===== config.mk =====
export PLATFORM = sky130hd
export DESIGN_NAME = binary_layout_format_parser
export DESIGN_NICKNAME = d
export VERILOG_FILES = /design/src/rtl/blfp_pkg.sv /design/src/rtl/blfp_fifo.sv /design/src/rtl/blfp_front.sv /design/src/rtl/blfp_back.sv /design/src/rtl/binary_layout_format_parser.sv
export SDC_FILE = /design/constraint.sdc
export NUM_CORES = 1
export LEC_CHECK = 0
export BUFFER_PORTS_ARGS = -buffer_cell sky130_fd_sc_hd__buf_2
export CAP_MARGIN = 15
export CORE_MARGIN = 4
export CORE_UTILIZATION = 53
export DETAILED_ROUTE_END_ITERATION = 8
export PLACE_DENSITY = 0.73
export SETUP_SLACK_MARGIN = 0.15
export SYNTH_ARGS = -nofsm -noshare
export SYNTH_HDL_FRONTEND = slang
export SYNTH_SLANG_ARGS = --single-unit

===== constraint.sdc =====
create_clock -name i_clk -period 18.3 [get_ports i_clk]
set_input_delay 0.915 -clock i_clk [delete_from_list [all_inputs] [get_ports i_clk]]
set_output_delay 0.915 -clock i_clk [all_outputs]
set_load 0.005 [all_outputs]

===== src/rtl/blfp_pkg.sv =====
`default_nettype none
package blfp_pkg;

    localparam int TOK_DEPTH_DEF = 4;
    localparam int RES_DEPTH_DEF = 2;

    // character class seen by the parser
    typedef enum logic [3:0] {
        CLS_SPACE,
        CLS_DIGIT,
        CLS_LETTER,
        CLS_LT,
        CLS_GT,
        CLS_BANG,
        CLS_EQ,
        CLS_LBRK,
        CLS_RBRK,
        CLS_DOT,
        CLS_OTHER
    } t_cls;

    typedef enum logic [1:0] {
        KIND_REG  = 2'd0,
        KIND_ARR  = 2'd1,
        KIND_VEC  = 2'd2,
        KIND_NONE = 2'd3
    } t_kind;

    typedef enum logic [1:0] {
        ORD_NATIVE = 2'd0,
        ORD_LITTLE = 2'd1,
        ORD_BIG    = 2'd2
    } t_order;

    // classified character; val is the digit value or the letter index
    typedef struct packed {
        logic       eot;
        t_cls       cls;
        logic [3:0] val;
    } t_tok;

    typedef struct packed {
        t_kind       kind;
        logic [2:0]  code;
        logic [63:0] count_or_min;
        logic [63:0] range_max;
        t_order      order;
        logic        err;
        logic        last;
    } t_rec;

    localparam int TOK_W = $bits(t_tok);
    localparam int REC_W = $bits(t_rec);

endpackage
`default_nettype wire


===== src/rtl/blfp_fifo.sv =====
`default_nettype none
module blfp_fifo
    import blfp_pkg::*;
#(
    parameter int WIDTH = 8,
    parameter int DEPTH = 2
) (
    input  wire logic             i_clk,
    input  wire logic             i_rst_n,
    input  wire logic             i_wr,
    input  wire logic [WIDTH-1:0] i_data,
    input  wire logic             i_rd,
    output logic      [WIDTH-1:0] o_data,
    output logic                  o_full,
    output logic                  o_empty
);

    localparam int PW = (DEPTH > 1) ? $clog2(DEPTH) : 1;
    localparam int CW = $clog2(DEPTH + 1);
    localparam logic [PW-1:0] LAST_PTR = PW'(DEPTH - 1);
    localparam logic [CW-1:0] FULL_CNT = CW'(DEPTH);

    logic [WIDTH-1:0] r_mem [DEPTH];
    logic [PW-1:0]    r_wptr, r_rptr;
    logic [CW-1:0]    r_cnt;
    logic             wr_en, rd_en;

    assign o_full  = (r_cnt == FULL_CNT);
    assign o_empty = (r_cnt == '0);
    assign wr_en   = i_wr && !o_full;
    assign rd_en   = i_rd && !o_empty;
    assign o_data  = r_mem[r_rptr];

    always_ff @(posedge i_clk) begin
        if (wr_en) begin
            r_mem[r_wptr] <= i_data;
        end
    end

    always_ff @(posedge i_clk) begin
        if (!i_rst_n) begin
            r_wptr <= '0;
            r_rptr <= '0;
            r_cnt  <= '0;
        end else begin
            if (wr_en) begin
                r_wptr <= (r_wptr == LAST_PTR) ? '0 : r_wptr + 1'b1;
            end
            if (rd_en) begin
                r_rptr <= (r_rptr == LAST_PTR) ? '0 : r_rptr + 1'b1;
            end
            if (wr_en && !rd_en) begin
                r_cnt <= r_cnt + 1'b1;
            end else if (rd_en && !wr_en) begin
                r_cnt <= r_cnt - 1'b1;
            end
        end
    end

endmodule
`default_nettype wire


===== src/rtl/blfp_front.sv =====
`default_nettype none
module blfp_front
    import blfp_pkg::*;
(
    input  wire logic [7:0] i_ch,
    input  wire logic       i_eot,
    output t_tok            o_tok
);

    always_comb begin
        o_tok.eot = i_eot;
        o_tok.cls = CLS_OTHER;
        o_tok.val = i_ch[3:0];
        priority if (i_ch >= 8'h30 && i_ch <= 8'h39) begin
            o_tok.cls = CLS_DIGIT;
        end else begin
            unique case (i_ch)
                8'h20: o_tok.cls = CLS_SPACE;
                8'h3c: o_tok.cls = CLS_LT;
                8'h3e: o_tok.cls = CLS_GT;
                8'h21: o_tok.cls = CLS_BANG;
                8'h3d: o_tok.cls = CLS_EQ;
                8'h5b: o_tok.cls = CLS_LBRK;
                8'h5d: o_tok.cls = CLS_RBRK;
                8'h2e: o_tok.cls = CLS_DOT;
                8'h62: begin o_tok.cls = CLS_LETTER; o_tok.val = 4'd0; end  // b
                8'h42: begin o_tok.cls = CLS_LETTER; o_tok.val = 4'd1; end  // B
                8'h68: begin o_tok.cls = CLS_LETTER; o_tok.val = 4'd2; end  // h
                8'h48: begin o_tok.cls = CLS_LETTER; o_tok.val = 4'd3; end  // H
                8'h6c: begin o_tok.cls = CLS_LETTER; o_tok.val = 4'd4; end  // l
                8'h4c: begin o_tok.cls = CLS_LETTER; o_tok.val = 4'd5; end  // L
                8'h71: begin o_tok.cls = CLS_LETTER; o_tok.val = 4'd6; end  // q
                8'h51: begin o_tok.cls = CLS_LETTER; o_tok.val = 4'd7; end  // Q
                default: o_tok.cls = CLS_OTHER;
            endcase
        end
    end

endmodule
`default_nettype wire


===== src/rtl/blfp_back.sv =====
`default_nettype none
module blfp_back
    import blfp_pkg::*;
(
    input  wire logic i_clk,
    input  wire logic i_rst_n,
    input  wire t_tok i_tok,
    input  wire logic i_tok_valid,
    input  wire logic i_res_full,
    output logic      o_tok_take,
    output t_rec      o_rec,
    output logic      o_rec_push
);

    typedef enum logic [3:0] {
        ST_START,
        ST_CMD,
        ST_CMD_SP,
        ST_AFTER_LET,
        ST_COUNT,
        ST_ARR_NUM,
        ST_ARR_TAIL,
        ST_VEC_LO,
        ST_VEC_LO_T,
        ST_VEC_DOT,
        ST_VEC_HI,
        ST_VEC_HI_T,
        ST_DROP
    } t_state;

    t_state      r_state, n_state;
    t_order      r_order, n_order;
    logic [2:0]  r_code, n_code;
    logic [63:0] r_accum, n_accum;
    logic [63:0] r_low, n_low;
    logic        r_saw, n_saw;
    logic [63:0] acc_dig;
    logic [2:0]  let_idx;
    t_cls        cls;

    assign o_tok_take = i_tok_valid && !i_res_full;
    assign cls        = i_tok.cls;
    assign let_idx    = i_tok.val[2:0];
    // accum * 10 + digit as shift-add
    assign acc_dig = {r_accum[60:0], 3'b000} + {r_accum[62:0], 1'b0} + 64'(i_tok.val);

    always_comb begin
        n_state = r_state;
        n_order = r_order;
        n_code  = r_code;
        n_accum = r_accum;
        n_low   = r_low;
        n_saw   = r_saw;
        o_rec_push         = 1'b0;
        o_rec.kind         = KIND_NONE;
        o_rec.code         = '0;
        o_rec.count_or_min = '0;
        o_rec.range_max    = '0;
        o_rec.order        = r_order;
        o_rec.err          = 1'b0;
        o_rec.last         = 1'b0;

        if (o_tok_take) begin
            if (i_tok.eot) begin
                o_rec.last = 1'b1;
                o_rec_push = 1'b1;
                unique case (r_state)
                    ST_START, ST_CMD: ;
                    ST_AFTER_LET: begin
                        o_rec.kind         = KIND_REG;
                        o_rec.code         = r_code;
                        o_rec.count_or_min = 64'd1;
                    end
                    ST_COUNT: begin
                        o_rec.kind         = KIND_REG;
                        o_rec.code         = r_code;
                        o_rec.count_or_min = r_accum;
                    end
                    ST_DROP: o_rec_push = 1'b0;
                    default: o_rec.err = 1'b1;
                endcase
                n_state = ST_START;
                n_order = ORD_NATIVE;
                n_code  = '0;
                n_accum = '0;
                n_low   = '0;
                n_saw   = 1'b0;
            end else begin
                unique case (r_state)
                    ST_START: begin
                        priority case (cls)
                            CLS_SPACE: ;
                            CLS_LT: begin n_order = ORD_LITTLE; n_state = ST_CMD; end
                            CLS_GT, CLS_BANG: begin
                                n_order = ORD_BIG;
                                n_state = ST_CMD;
                            end
                            CLS_EQ: n_state = ST_CMD;
                            CLS_LETTER: begin
                                n_code = let_idx; n_accum = '0; n_saw = 1'b0;
                                n_state = ST_AFTER_LET;
                            end
                            default: begin o_rec.err = 1'b1; o_rec_push = 1'b1; end
                        endcase
                    end
                    ST_CMD, ST_CMD_SP: begin
                        priority case (cls)
                            CLS_SPACE: n_state = ST_CMD_SP;
                            CLS_LETTER: begin
                                n_code = let_idx; n_accum = '0; n_saw = 1'b0;
                                n_state = ST_AFTER_LET;
                            end
                            default: begin o_rec.err = 1'b1; o_rec_push = 1'b1; end
                        endcase
                    end
                    ST_AFTER_LET: begin
                        priority case (cls)
                            CLS_SPACE: ;
                            CLS_LBRK: begin
                                n_accum = '0; n_saw = 1'b0; n_state = ST_ARR_NUM;
                            end
                            CLS_LT: begin
                                n_accum = '0; n_saw = 1'b0; n_state = ST_VEC_LO;
                            end
                            CLS_DIGIT: begin
                                n_accum = 64'(i_tok.val); n_saw = 1'b1;
                                n_state = ST_COUNT;
                            end
                            CLS_LETTER: begin
                                // previous letter closes with count 1
                                o_rec.kind = KIND_REG; o_rec.code = r_code;
                                o_rec.count_or_min = 64'd1; o_rec_push = 1'b1;
                                n_code = let_idx; n_accum = '0; n_saw = 1'b0;
                            end
                            default: begin o_rec.err = 1'b1; o_rec_push = 1'b1; end
                        endcase
                    end
                    ST_COUNT: begin
                        priority case (cls)
                            CLS_DIGIT: begin n_accum = acc_dig; n_saw = 1'b1; end
                            CLS_SPACE: begin
                                o_rec.kind = KIND_REG; o_rec.code = r_code;
                                o_rec.count_or_min = r_accum; o_rec_push = 1'b1;
                                n_state = ST_CMD_SP;
                            end
                            CLS_LETTER: begin
                                o_rec.kind = KIND_REG; o_rec.code = r_code;
                                o_rec.count_or_min = r_accum; o_rec_push = 1'b1;
                                n_code = let_idx; n_accum = '0; n_saw = 1'b0;
                                n_state = ST_AFTER_LET;
                            end
                            default: begin o_rec.err = 1'b1; o_rec_push = 1'b1; end
                        endcase
                    end
                    ST_ARR_NUM, ST_ARR_TAIL: begin
                        priority if (cls == CLS_RBRK) begin
                            o_rec.kind = KIND_ARR; o_rec.code = r_code;
                            o_rec.count_or_min = r_accum; o_rec_push = 1'b1;
                            n_state = ST_CMD;
                        end else if (cls == CLS_SPACE) begin
                            if (r_saw) n_state = ST_ARR_TAIL;
                        end else if (r_state == ST_ARR_NUM && cls == CLS_DIGIT) begin
                            n_accum = acc_dig; n_saw = 1'b1;
                        end else begin
                            o_rec.err = 1'b1; o_rec_push = 1'b1;
                        end
                    end
                    ST_VEC_LO, ST_VEC_LO_T: begin
                        priority if (cls == CLS_DOT) begin
                            n_low = r_accum; n_state = ST_VEC_DOT;
                        end else if (cls == CLS_SPACE) begin
                            if (r_saw) n_state = ST_VEC_LO_T;
                        end else if (r_state == ST_VEC_LO && cls == CLS_DIGIT) begin
                            n_accum = acc_dig; n_saw = 1'b1;
                        end else begin
                            o_rec.err = 1'b1; o_rec_push = 1'b1;
                        end
                    end
                    ST_VEC_DOT: begin
                        if (cls == CLS_DOT) begin
                            n_accum = '0; n_saw = 1'b0; n_state = ST_VEC_HI;
                        end else begin
                            o_rec.err = 1'b1; o_rec_push = 1'b1;
                        end
                    end
                    ST_VEC_HI, ST_VEC_HI_T: begin
                        priority if (cls == CLS_GT) begin
                            o_rec.kind = KIND_VEC; o_rec.code = r_code;
                            o_rec.count_or_min = r_low; o_rec.range_max = r_accum;
                            o_rec_push = 1'b1;
                            n_state = ST_CMD;
                        end else if (cls == CLS_SPACE) begin
                            if (r_saw) n_state = ST_VEC_HI_T;
                        end else if (r_state == ST_VEC_HI && cls == CLS_DIGIT) begin
                            n_accum = acc_dig; n_saw = 1'b1;
                        end else begin
                            o_rec.err = 1'b1; o_rec_push = 1'b1;
                        end
                    end
                    default: n_state = ST_DROP;
                endcase
                // any syntax error drops the rest of the text
                if (o_rec.err) begin
                    n_state = ST_DROP;
                end
            end
        end
    end

    always_ff @(posedge i_clk) begin
        if (!i_rst_n) begin
            r_state <= ST_START;
            r_order <= ORD_NATIVE;
            r_code  <= '0;
            r_accum <= '0;
            r_low   <= '0;
            r_saw   <= 1'b0;
        end else begin
            r_state <= n_state;
            r_order <= n_order;
            r_code  <= n_code;
            r_accum <= n_accum;
            r_low   <= n_low;
            r_saw   <= n_saw;
        end
    end

endmodule
`default_nettype wire


===== src/rtl/binary_layout_format_parser.sv =====
// Binary-layout format text parser.
//
// Input channel (queue style): one character per transfer on i_ch, or an
// end-of-text marker on i_end_of_text. A transfer happens when push is high
// and full is low. An optional byte-order prefix, then integer commands with
// a repeat count, an [n] array or a <min..max> vector.
// Result channel (queue style): while empty is low the oldest record sits on
// the o_* ports; pop with empty low takes it. One record per finished
// command. A syntax error gives one error record and the rest of the text,
// end marker included, is dropped. Otherwise the end marker gives a closing
// record; last is set only on a record caused by the end marker.
// A character is registered in the token queue and the record it causes in
// the result queue. Throughput: one character per cycle while the result
// queue is not full; the back end's decimal update is a single shift-add per cycle.
// The classifier feeds a token queue of TOK_DEPTH entries; the parser
// drains it into a result queue of RES_DEPTH entries. When the receiver
// stalls, the result queue fills, the parser stops, the token queue fills
// and full rises. No item is lost.
// Reset (synchronous, active low) empties both queues and returns the
// parser to the start of text.
`default_nettype none
module binary_layout_format_parser
    import blfp_pkg::*;
#(
    parameter int TOK_DEPTH = TOK_DEPTH_DEF,
    parameter int RES_DEPTH = RES_DEPTH_DEF
) (
    input  wire logic        i_clk,
    input  wire logic        i_rst_n,
    input  wire logic        push,
    output logic             full,
    input  wire logic [7:0]  i_ch,
    input  wire logic        i_end_of_text,
    output logic             empty,
    input  wire logic        pop,
    output logic [1:0]       o_kind,
    output logic [2:0]       o_int_code,
    output logic [63:0]      o_count_or_min,
    output logic [63:0]      o_range_max,
    output logic [1:0]       o_byte_order,
    output logic             o_error,
    output logic             o_last
);

    t_tok             tok_in, tok_out;
    logic [TOK_W-1:0] tok_out_vec;
    logic             tok_empty, tok_take;
    t_rec             rec_in, rec_out;
    logic [REC_W-1:0] rec_out_vec;
    logic             rec_push, res_full;

    // front: classify each character as it is transferred
    blfp_front u_front (
        .i_ch  (i_ch),
        .i_eot (i_end_of_text),
        .o_tok (tok_in)
    );

    // token queue decouples input from parser
    blfp_fifo #(
        .WIDTH (TOK_W),
        .DEPTH (TOK_DEPTH)
    ) u_tok_q (
        .i_clk   (i_clk),
        .i_rst_n (i_rst_n),
        .i_wr    (push),
        .i_data  (tok_in),
        .i_rd    (tok_take),
        .o_data  (tok_out_vec),
        .o_full  (full),
        .o_empty (tok_empty)
    );

    assign tok_out = t_tok'(tok_out_vec);

    // back: syntax state machine and number accumulation
    blfp_back u_back (
        .i_clk       (i_clk),
        .i_rst_n     (i_rst_n),
        .i_tok       (tok_out),
        .i_tok_valid (!tok_empty),
        .i_res_full  (res_full),
        .o_tok_take  (tok_take),
        .o_rec       (rec_in),
        .o_rec_push  (rec_push)
    );

    // result queue; parts parser from a stalling receiver
    blfp_fifo #(
        .WIDTH (REC_W),
        .DEPTH (RES_DEPTH)
    ) u_res_q (
        .i_clk   (i_clk),
        .i_rst_n (i_rst_n),
        .i_wr    (rec_push),
        .i_data  (rec_in),
        .i_rd    (pop),
        .o_data  (rec_out_vec),
        .o_full  (res_full),
        .o_empty (empty)
    );

    assign rec_out        = t_rec'(rec_out_vec);
    assign o_kind         = rec_out.kind;
    assign o_int_code     = rec_out.code;
    assign o_count_or_min = rec_out.count_or_min;
    assign o_range_max    = rec_out.range_max;
    assign o_byte_order   = rec_out.order;
    assign o_error        = rec_out.err;
    assign o_last         = rec_out.last;

endmodule
`default_nettype wire


==> results_dict.tcl <==
set metrics [dict create \
    outcome "finished clean" \
    r2r.worst_path.cells 15 \
    slew_headroom_pct 30.1 \
    fin_crit_sh_pct 30.1 \
    drtPass1Iterations 5 \
    antenna_found_initial 0 \
    wl_mm 52.9 \
    cts_sinks 462 \
    cp_num_cells 15 \
    start_kind "flip-flop" \
    finalSetupViolCount 0 \
    avgRoutedWirePerCell_um 19.3 \
    ys_ff_latch 462 \
    grt_max_degree 115 \
    grt_pass1_wl_mm 85.5 \
    synth_edf_count 310 \
    die_x_um 218 \
    async_flop_share_pct 0 \
    critPathArrivalTime_ps 5940 \
    post-route-min-period_ps 5500 \
    synth_cells 2014 \
    first_global_vias 16000 \
    die_y_um 218 \
    fmax_mhz 182 \
    path_cells "mux4_2 > ha_1 > ha_1 > inv_1 > fa_1 > nor2b_1 > o2111ai_1 > nand3b_1 > a41oi_1 > a2111oi_0 > nor2_1 > o41ai_1 > a31oi_1 > xor2_1 > o21ai_1" \
    cts_tree "yes" \
    cp.required_ps 18730 \
    worstSkewPairLatency_ps 590 \
    die_area_sq_um 47500 \
    yosysUniqueCellTypes 70 \
    ir_drop_mv 0.159 \
    slowest_delay_ps 980 \
    avgSynthCellArea_sq_um 11.6 \
    cts_inserted_buffers 47 \
    crit_path_end_kind "flip-flop" \
    cts_setup_buffers 0 \
    cts_buffer_depth 3 \
    path_delay_family "compound AO/OA/AOI/OAI gates" \
    detailed_place_hpwl_mm 35.2 \
    ant_nets 0 \
    synthToLayoutAreaGrowth_pct 11.7 \
    leakagePower_nw 10.0 \
    htree_levels 2 \
    gr-usage-all-layers_pct 22.1 \
    rsz0062_at_grt "no" \
    whs_ps 468 \
    yosysWarnings 0 \
    syn-cell-area_sq_um 23400 \
    cts_hold_buf 0 \
    nets 2259 \
    start_util_pct 53.9 \
    ys_seq_area_share_pct 52.9 \
    io_buffers 151 \
    core_area_sq_um 43400 \
    gp_congestion 0.947 \
    slew_viol_final 0 \
    setup_tns_ps 0 \
    final_cell_mix "edfxtp_1 (310), dfxtp_1 (151), buf_2 (150)" \
    drive_above_1_share_pct 18.8 \
    synth_ff_type "edfxtp_1" \
    cts_resized 0 \
    grt-ovfl-total 0 \
    clkTransAtPathRegs_ps 70 \
    drtIter0Drc 1147 \
    maxCapViolCount 0 \
    routed_via_density 5.93 \
    power.density_nw_per_um2 135 \
    rows 76 \
    syn_nets 2159 \
    crit_type "reg2reg" \
    drc 0 \
    min_path_cells 0 \
    worst_pin_slew_ps 1020 \
    num_io_pins 152 \
    cts-root-buf "clkbuf_16" \
    finClkSkew_ps 19.8 \
    num_vias 16200 \
    mostFrequentLayoutCell "edfxtp_1" \
    antenna_cells 0 \
    crit_path_top_delay_cell "a2111oi_0" \
    finalHoldViolations 0 \
    crit_path_frequent_cell "ha_1" \
    min_path_type "reg2reg" \
    critPathBufInv 1 \
    worstPathMaxFanout 9 \
]
worst reg2reg max path: cells and delay by family (launching register included):
| kind | cells | cell delay [ps] |
|---|---|---|
| simple gates | 3 | 560 |
| compound gates | 6 | 2280 |
| mux | 1 | 630 |
| fa+ha+maj | 3 | 950 |
| xor+xnor | 1 | 160 |
| buf+inv | 1 | 80 |
| flops | 1 | 710 |
per-layer routing:
layer,vias to the layer above,global-route usage [%],part of all wire [%]
met2,445,36.0,47
met5,-,0,0
met4,0,5.12,1.9
met1,7952,31.2,46
li1,7782,-,-
met3,65,3.61,5.4
sequential cells by signal (all words and copies together), names as in the netlist, named ones only:
register        count
u_res_q.r_wptr      1
u_back.r_accum     64
u_res_q.r_rptr      1
u_tok_q.r_mem      36
u_tok_q.r_cnt       3
u_back.r_code       3
u_back.r_saw        1
u_back.r_order      2
u_tok_q.r_wptr      2
u_res_q.r_mem     274
u_res_q.r_cnt       2
u_back.r_low       64
u_back.r_state      4
u_tok_q.r_rptr      2
power breakdown:
part | switching [mW] | total (mW) | internal, mW
registers | 0.0833 | 1.52 | 1.44
logic | 0.652 | 1.07 | 0.416
clock network | 0.393 | 0.940 | 0.548
cells by family after synthesis:
family	share of synthesized area, %
xor+xnor	2.55
mux	7.65
flops	52.9
buf+inv	2.62
simple gates	11.7
fa+ha+maj	7.16
compound gates	15.5
cell type report:
type | count | area [sq um]
multi-input cells | 1398 | 10500
clock buffers | 72 | 1370
inverters | 39 | 146
well taps | 585 | 732
fillers | 3592 | 17300
repair buffers | 166 | 871
flip-flops and latches | 462 | 12400
clock inverters | 16 | 159
per-stage QoR:
step                      setup slack [ps]  std cells  util (%)  total power, mW  area [sq um]
final                                12800       2738      60.2             3.53         26100
after global routing                 12470       2738      60.2             3.73         26100
after CTS                            12800       2738      60.2             3.57         26100
after detailed placement             12820       2650      56.6             2.63         24600
after global placement               12960       2650      56.6             2.61         24600
after floorplan                       9830       2014         -             2.26         23400
final timing paths:
| check | start | end | slack (ps) |
|---|---|---|---|
| worst max-delay path | flip-flop | u_back.r_accum[50] | 12800 |
| worst min-delay path | u_back.r_order[0] | u_res_q.r_mem[0][2] | 470 |
| worst max register to register | flip-flop | u_back.r_accum[50] | 12800 |
| worst min register to register | u_back.r_order[0] | u_res_q.r_mem[0][2] | 470 |
synth_stat cells, types with 4 or more instances:
master	instances	area, sq um
nor2b_1	117	732
a31o_2	5	43.8
xor2_1	28	245
mux4_2	9	203
o22ai_1	6	37.5
a41oi_1	4	35.0
mux2_2	138	1550
a21boi_0	10	75.1
a22oi_1	101	758
dfxtp_1	152	3040
and3_1	9	56.3
a31oi_1	11	68.8
nand3_1	21	105
nor2_1	83	312
xnor2_1	40	350
a21o_1	34	255
o21a_1	10	75.1
nor3b_1	6	45.0
o21ai_0	101	505
a211o_1	4	35.0
o2111ai_1	4	35.0
or3_1	7	43.8
o31ai_1	9	67.6
and2_1	84	526
o21bai_1	12	90.1
o21ai_1	4	20.0
inv_1	39	146
nand2_1	121	454
edfxtp_1	310	9310
clkbuf_1	107	402
ha_1	129	1610
a21oi_1	97	485
nand4_1	19	119
nor3_1	17	85.1
nand2b_1	9	56.3
nor4_1	7	43.8
a22o_1	67	587
a211oi_1	13	97.6
o211ai_1	10	75.1
Note: power is estimated with default switching activity, not from simulation.
